**config.mk**
```make
export PLATFORM = sky130hd
export DESIGN_NAME = sdad_cell
export DESIGN_NICKNAME = d
export VERILOG_FILES = /design/src/rtl/core/sdad_pkg.sv /design/src/rtl/core/sdad_cell.sv
export SDC_FILE = /design/constraint.sdc
export NUM_CORES = 1
export LEC_CHECK = 0
export BUFFER_PORTS_ARGS = -buffer_cell sky130_fd_sc_hd__buf_4
export CAP_MARGIN = 40
export CORE_MARGIN = 3
export CORE_UTILIZATION = 24
export DETAILED_ROUTE_END_ITERATION = 12
export PLACE_DENSITY_LB_ADDON = 0.12
export SLEW_MARGIN = 20
export SYNTH_ARGS = -nofsm -noshare
export SYNTH_HDL_FRONTEND = slang
export SYNTH_SLANG_ARGS = --single-unit
```
**constraint.sdc**
```tcl
create_clock -name clk -period 12.3 [get_ports clk]
set_input_delay 2.46 -clock clk [delete_from_list [all_inputs] [get_ports clk]]
set_output_delay 2.46 -clock clk [all_outputs]
set_load 0.02 [all_outputs]
```
**src/rtl/core/sdad_pkg.sv**
```systemverilog
`timescale 1ns / 1ps
// Package for the soft disk alpha dilation block: FSM states, register map,
// control structs and arithmetic helpers. Depends on nothing.
package sdad_pkg;

  localparam int PADDR_W = 4;
  localparam int DIM_W   = 9;
  localparam int RAD_W   = 7;
  localparam int PIX_W   = 8;

  localparam logic [1:0] REG_IMAGE_WIDTH  = 2'd0;
  localparam logic [1:0] REG_IMAGE_HEIGHT = 2'd1;
  localparam logic [1:0] REG_RADIUS       = 2'd2;
  localparam logic [1:0] REG_ALPHA        = 2'd3;

  localparam logic [DIM_W-1:0] RST_WIDTH  = 9'd64;
  localparam logic [DIM_W-1:0] RST_HEIGHT = 9'd32;
  localparam logic [RAD_W-1:0] RST_RADIUS = 7'd32;
  localparam logic [PIX_W-1:0] RST_ALPHA  = 8'd255;

  localparam logic [63:0] ROOT_SCALE = 64'd16646400;

  typedef enum logic [2:0] {
    ST_IDLE,
    ST_LOAD,
    ST_RUN,
    ST_DRAIN,
    ST_REDUCE,
    ST_MUL,
    ST_FIN
  } state_t;

  typedef struct packed {
    logic        a_ge16;
    logic [15:0] a_sq;
    logic [15:0] am16_sq;
    logic [15:0] a255p8;
  } wcfg_t;

  typedef struct packed {
    logic shift;
    logic acc_en;
  } cell_ctl_t;

  function automatic logic [63:0] root64(input logic [63:0] n);
    logic [63:0] res;
    logic [63:0] rem;
    logic [63:0] bitv;
    res = '0;
    rem = n;
    for (int i = 31; i >= 0; i--) begin
      bitv = 64'd1 << (2 * i);
      if (rem >= res + bitv) begin
        rem = rem - (res + bitv);
        res = (res >> 1) + bitv;
      end else begin
        res = res >> 1;
      end
    end
    return res;
  endfunction

  function automatic logic [7:0] div255(input logic [15:0] x);
    logic [16:0] t;
    t = 17'(x) + 17'(x[15:8]) + 17'd1;
    return t[15:8];
  endfunction

endpackage

```
**src/rtl/core/sdad_cell.sv**
```systemverilog
`timescale 1ns / 1ps
// One window column cell: holds a coverage column, shifts it to its neighbor,
// weights one tap per cycle and keeps a running maximum. Uses sdad_pkg.
module sdad_cell #(
  parameter int MAX_REACH = 8,
  parameter int CELL_IDX  = 0
) (
  input  logic                                  clk,
  input  sdad_pkg::cell_ctl_t                   ctl,
  input  sdad_pkg::wcfg_t                       wc,
  input  logic [$clog2(MAX_REACH+1)-1:0]        reach,
  input  logic [$clog2(2*MAX_REACH+1)-1:0]      lane,
  input  logic [$clog2(MAX_REACH+1)-1:0]        ady,
  input  logic [2*MAX_REACH:0][7:0]             col_in,
  output logic [2*MAX_REACH:0][7:0]             col_out,
  output logic [7:0]                            acc_out
);
  import sdad_pkg::*;

  localparam int RW   = $clog2(MAX_REACH + 1);
  localparam int SMAX = 2 * MAX_REACH * MAX_REACH;
  localparam int SW   = $clog2(SMAX + 1);
  localparam int QW   = $clog2(5771 * MAX_REACH + 1);

  logic [QW-1:0] qtab [SMAX+1];
  logic          exact_tab [SMAX+1];

  for (genvar g = 0; g <= SMAX; g++) begin : g_root
    localparam logic [63:0] TG = ROOT_SCALE * 64'(g);
    localparam logic [63:0] QG = root64(TG);
    assign qtab[g]      = QW'(QG);
    assign exact_tab[g] = (QG * QG == TG);
  end

  logic [2*MAX_REACH:0][7:0] col_r;
  logic [7:0]                w_r;
  logic [7:0]                cv_r;
  logic [15:0]               prod_r;
  logic [7:0]                acc_r;
  logic [7:0]                w_nxt;
  logic [7:0]                c_val;

  always_comb begin
    logic            active;
    int              dxi;
    logic [RW-1:0]   adx;
    logic [2*RW:0]   s_full;
    logic [SW-1:0]   s;
    logic [QW-1:0]   qv;
    logic [17:0]     qi;
    logic [17:0]     m;
    logic [13:0]     mq;
    active = CELL_IDX <= 2 * 32'(reach);
    dxi    = (CELL_IDX >= 32'(reach)) ? CELL_IDX - 32'(reach) : 32'(reach) - CELL_IDX;
    adx    = active ? RW'(dxi) : '0;
    s_full = (2*RW+1)'(adx) * (2*RW+1)'(adx) + (2*RW+1)'(ady) * (2*RW+1)'(ady);
    s      = SW'(s_full);
    qv     = qtab[s];
    qi     = 18'(qv) + 18'(!exact_tab[s]);
    m      = (18'(wc.a255p8) < qi) ? 18'd0 : 18'(wc.a255p8) - qi;
    mq     = m[17:4];
    if (!active || (32'({s, 8'd0}) >= 32'(wc.a_sq))) begin
      w_nxt = '0;
    end else if (wc.a_ge16 && (32'(wc.am16_sq) >= 32'({s, 8'd0}))) begin
      w_nxt = 8'd255;
    end else if (mq > 14'd255) begin
      w_nxt = 8'd255;
    end else begin
      w_nxt = mq[7:0];
    end
  end

  assign c_val = div255(prod_r + 16'd127);

  always_ff @(posedge clk) begin
    w_r    <= w_nxt;
    cv_r   <= col_r[lane];
    prod_r <= 16'(cv_r) * 16'(w_r);
    if (ctl.shift) begin
      col_r <= col_in;
      acc_r <= '0;
    end else if (ctl.acc_en && c_val > acc_r) begin
      acc_r <= c_val;
    end
  end

  assign col_out = col_r;
  assign acc_out = acc_r;

endmodule

```
======== After elaboration in Yosys (flattened, before gate mapping) ========
Memories as Yosys holds them, arrays and structs flattened.
Cells that the tools add are included.
word-level totals
  register bits after elaboration ......... 176
  latch bits .............................. 0
  memory bits (writable) .................. 0
  bits in read-only memories .............. 4352
  bits of input ports ..................... 201
  output and inout bits ................... 144
  memories ................................ 2
memories
  memory            depth  width  read ports  clocked after Yosys merged registers in  wr ports  RTL line         RTL
  (name not given)  256    16     1           0                                        0         sdad_cell.sv:58  qv = qtab[s];
  (name not given)  256    1      1           0                                        0         sdad_cell.sv:59  qi = 18'(qv) + 18'(!exact_tab[s]);
operators by class
  add/subtract/negate cells ............... 7
  multipliers ............................. 3
  div/mod/pow operators ................... 0
  magnitude comparators ................... 8
  eq/ne operators ......................... 0
  shifts and indexed selects .............. 0
  multiplexer cells ....................... 10
  bitwise logic cells ..................... 1
  reduce and logical (&&, ||, !) cells .... 3
operators with widths
  kind                                                            count
  binary-select mux 8 bit (select 5 bit)                          1
  >= comparator 16 bit                                            2
  2-to-1 mux 16 bit                                               2
  2-to-1 mux 8 bit                                                3
  2-to-1 mux 18 bit                                               1
  subtractor 16 x 17 -> 18 bit                                    1
  adder 16 x 1 -> 17 bit                                          1
  < comparator 16 x 17 -> 1 bit                                   1
  adder 16 x 1 -> 16 bit, second input constant                   1
  adder 16 x 7 -> 16 bit, second input constant                   1
  adder 16 x 8 -> 16 bit                                          1
  multiplier 4 x 4 -> 8 bit                                       2
  multiplier 8 x 8 -> 16 bit                                      1
  greater-than comparator 14 x 8 -> 1 bit, second input constant  1
  >= comparator 9 bit, second input constant                      1
  inverter 8 -> 9 bit                                             1
  adder 8 bit                                                     1
  greater-than comparator 8 bit                                   1
  < comparator 5 x 6 -> 1 bit, second input constant              1
  >= comparator 1 x 4 -> 1 bit, first input constant              1
  2-to-1 mux 4 bit                                                1
  subtractor 1 x 4 -> 4 bit, first input constant                 1
  logical AND 1 bit                                               2
  2-to-1 mux 1 bit                                                2
  logical NOT 1 bit                                               1

======== Logic depth before layout (Yosys ltp) ========
  depth after elaboration ................. 15
  gate-level depth with buffers ........... 37
  mapped depth without buffers ............ 35

======== Worst setup path after synthesis ========
OpenSTA, ideal clock, no wires.
  path kind ............................... in2reg
  start point ............................. input reach[0]
  end point ............................... register w_r[0]
  setup time .............................. 0.174 ns
  arrival ................................. 10.552 ns
  setup slack ............................. 1.574 ns
  cell stages on the path ................. 33
  path buffers ............................ 5
  cells stage by stage .................... inv_1 > ha_1 > nand2b_1 > o21bai_1 > and2_1 > fa_1 > inv_1 > fa_1 > fa_1 > fa_1 > inv_1 > ha_1 > fa_1 > clkbuf_1 > buf_1 > clkbuf_1 > buf_1 > o21ai_0 > a311o_1 > nand3_1 > ha_1 > ha_1 > nand4_1 > nor4b_2 > a31o_2 > ha_1 > clkbuf_1 > a21oi_1 > o21ai_0 > a211o_1 > mux2i_1 > o41ai_1 > a41oi_1
between the ends
  cells in the longest elaborated chain, start to end .. 15
  elaborated cells on any way between the ends .. 23
  classes of those cells .................. add/sub: 4; mul: 1; order compare: 5; mux: 8; bitwise: 1; reduce/logical: 2; memory: 2
ends and longest elaborated chain
  what                                                                           RTL line                          RTL
  from (decl)                                                                    sdad_cell.sv:11                   input logic [$clog2(MAX_REACH+1)-1:0] reach,
  subtractor 1 x 4 -> 4 bit or >= comparator 1 x 4 -> 1 bit (tied branches)      sdad_cell.sv:54                   dxi = (CELL_IDX >= 32'(reach)) ? CELL_IDX - 32'(reach) : 32'(reach) - CELL_IDX;
  2-to-1 mux 4 bit (*)                                                           sdad_cell.sv:54
  multiplier 4 x 4 -> 8 bit (*)                                                  sdad_cell.sv:56                   s_full = (2*RW+1)'(adx) * (2*RW+1)'(adx) + (2*RW+1)'(ady) * (2*RW+1)'(ady);
  adder 8 bit (*)                                                                sdad_cell.sv:56
  inverter 8 -> 9 bit (not written as such)                                      sdad_cell.sv:58, sdad_cell.sv:59
  memory read (256 x 1 bit)                                                      --
  2-to-1 mux 1 bit (not written as such) (2 in series)                           sdad_cell.sv:59
  logical NOT 1 bit                                                              sdad_cell.sv:59
  adder 16 x 1 -> 17 bit                                                         sdad_cell.sv:59
  subtractor 16 x 17 -> 18 bit or < comparator 16 x 17 -> 1 bit (tied branches)  sdad_cell.sv:60                   m = (18'(wc.a255p8) < qi) ? 18'd0 : 18'(wc.a255p8) - qi;
  2-to-1 mux 18 bit                                                              sdad_cell.sv:60
  greater-than comparator 14 x 8 -> 1 bit                                        sdad_cell.sv:66                   end else if (mq > 14'd255) begin
  2-to-1 mux 8 bit                                                               sdad_cell.sv:66
  2-to-1 mux 8 bit                                                               sdad_cell.sv:64                   end else if (wc.a_ge16 && (32'(wc.am16_sq) >= 32'({s, 8'd0}))) begin
  to (signal assigned)                                                           sdad_cell.sv:76                   w_r <= w_nxt;
  to (decl)                                                                      sdad_cell.sv:36                   logic [7:0] w_r;
Every way passes the cells marked *; elsewhere a longest branch is shown, timed or not. The select of a mux whose other input is x is not followed.
A chain may end at the register's enable or synchronous reset.

======== Worst setup path after layout ========
Same ends and word-level chain as after synthesis.

==> impl_metrics.tcl <==
set metrics [dict create \
    root_buffer "clkbuf_16" \
    cts_buffer_depth 2 \
    drive_gt1_share_pct 28.5 \
    synth_edf_count 136 \
    grt_max_degree 78 \
    viasPerCell 4.87 \
    ys_seq_elements 176 \
    setup_viol 0 \
    cts_buffers 17 \
    startpoint_type "input port" \
    ctsResizeCount 0 \
    slew-limit-headroom_pct 46.2 \
    cap_violations 0 \
    dieArea_um2 58100 \
    drt_first_pass_iters 5 \
    grt_pass1_vias 11800 \
    syn_inst 1286 \
    synth_cell_types 80 \
    grtUsageTotal_pct 17.0 \
    fillers 5644 \
    die_h_um 241 \
    power_density_nw_per_um2 274 \
    criticalPathCategory "input port to register" \
    wl_per_cell_um 21.4 \
    syn2layout_area_growth_pct 29.8 \
    ys.flop_type "edfxtp_1" \
    cpPeakStageDelay_ns 0.97 \
    path_buf_inv 5 \
    clkTransAtPathRegs_ns 0.07 \
    synth.avg_cell_area_um2 10.3 \
    ir_worst_vdd_v 0.000131 \
    rows 85 \
    tns_ns 0 \
    leakagePower_nw 7.32 \
    arrival_ns 10.96 \
    drtIter0Drc 743 \
    synth_top_cell_area_share_pct 30.8 \
    core_area_um2 54200 \
    insertion_delay_ns 0.47 \
    worstMarginPinSlew_ns 0.799 \
    drc 0 \
    crit_fanout 34 \
    cts.sinks 176 \
    critical_path.endpoint_type "register" \
    via_count 11300 \
    stdcell_count 2312 \
    ant_nets 0 \
    yosysTopAreaCell "edfxtp_1" \
    syn_area_um2 13300 \
    yosys-top-cells-count "edfxtp_1, nand2_1, inv_1" \
    pin_count 345 \
    cts_setup_buffers 0 \
    hp-class "register to register" \
    rsz0062_at_grt "false" \
    finalCritPeriodShare_pct 86.6 \
    initial_core_util_pct 24.4 \
    synth_most_common_cell "edfxtp_1" \
    crit_family "adder cells" \
    dp_hpwl_um 39400 \
    nets 1956 \
    portBuffers 344 \
    seq_area_frac_synth_pct 36.9 \
    synthArstFlopShare_pct 0 \
    synth_warnings 0 \
    dp_cells 2277 \
    syn_nets 1642 \
    fin_total_pwr_mw 4.72 \
    ctsHtreeMaxLevel 4 \
    required_ns 12.60 \
    finClkSkew_ns 0.0135 \
    grt_first_pass_wirelength_um 73700 \
    dieWidth_um 241 \
    gp_congestion 0.895 \
    placed_cell_area_um2 16600 \
    drv_slew 0 \
    cts_tree "done" \
    cts_hold_buf 0 \
    status "finished clean" \
    hold_viol_final 0 \
    final_area_um2 17200 \
    totalWireLength_um 49500 \
    layout_min_cycle_time_ns 10.66 \
    fmax_mhz 93.8 \
    overflow 0 \
    crit_path_top_delay_cell "fa_2" \
    antenna_found_initial 4 \
    synth_area_leaders "edfxtp_1, ha_1, mux4_2" \
]
## area by class of cell
class | instances | area, um2 | area share (%)
antenna | 3 | 7.51 | 0.0436
sequential | 176 | 4880 | 28.4
tap | 696 | 871 | 5.06
inverter | 114 | 428 | 2.49
clock inverter | 14 | 139 | 0.807
clock buffer | 18 | 429 | 2.49
multi-input combinational | 926 | 7680 | 44.6
timing repair buffer | 365 | 2770 | 16.1
## where the power goes
group          leakage [nW]  internal (mW)  total [mW]  switching [mW]
registers              1.66          0.740       0.843           0.103
logic                  5.38           1.31        3.34            2.03
clock network         0.274          0.269       0.538           0.269
total                  7.32           2.32        4.72            2.40
## placed cells by master (no fill, tap or decap), types with 19 or more instances in the layout
cell type and instances:
nor3_1 26, nand3_1 30, a21oi_1 75, inv_1 112, and2_1 46, xnor2_1 29
nor2b_1 24, fa_1 46, ha_1 106, nor2_1 62, nand2_1 119, xor2_1 19
buf_4 361, dfxtp_1 40, edfxtp_1 136, mux4_2 42, o21ai_0 63
## per-layer routing
| layer | up-vias | share of wire (%) | global-route usage, % |
|---|---|---|---|
| li1 | 5356 | - | - |
| met1 | 5405 | 42 | 21.4 |
| met2 | 438 | 47 | 27.1 |
| met3 | 64 | 8.8 | 5.58 |
| met4 | 2 | 2.7 | 6.32 |
| met5 | - | 0.040 | 0.983 |
## worst register-to-register path, delay by kind of cell (launching register included)
| kind | cells | cell delay [ns] |
|---|---|---|
| fa+ha+maj | 2 | 0.60 |
| mux | 1 | 0.18 |
| compound gates | 9 | 2.04 |
| simple gates | 5 | 1.30 |
| buf+inv | 1 | 0.16 |
| xor+xnor | 1 | 0.36 |
| flops | 1 | 0.34 |
## stage by stage
stage	setup slack, ns	hold WS, ns	util [%]
after detailed placement	1.23	0.484	30.7
after CTS	1.73	0.501	31.7
after floorplan	1.57	0.504	-
after global placement	1.35	0.478	30.6
after global routing	1.12	0.522	31.7
final	1.64	0.493	31.7
## state kept, by name (all words and copies together) (netlist names)
| signal | flops |
|---|---|
| prod_r | 16 |
| col_out | 136 |
| cv_r | 8 |
| w_r | 8 |
| acc_out | 8 |
## path summary, 6_finish.rpt
path	from	end	slack [ns]	cells past startpoint
setup / recovery	reach[0]	w_r[0]$_SDFF_PP0_	1.64	33
hold / removal	col_out[132]$_DFFE_PP_	cv_r[4]$_DFF_P_	0.49	2
setup reg to reg	prod_r[0]$_DFF_P_	acc_out[0]$_SDFFE_PP0P_	7.21	19
hold reg to reg	col_out[132]$_DFFE_PP_	cv_r[4]$_DFF_P_	0.49	2
## cells by family after synthesis
family | count (synthesis) | synth area share, %
adder cells (fa/ha/maj) | 155 | 17.3
flip-flops | 176 | 36.9
AND/OR/NAND/NOR | 360 | 13.5
multiplexers | 52 | 7.90
AO/OA/AOI/OAI | 309 | 15.8
XOR/XNOR | 50 | 3.30
buffers and inverters | 184 | 5.35
(Power assumes the default switching activity.)
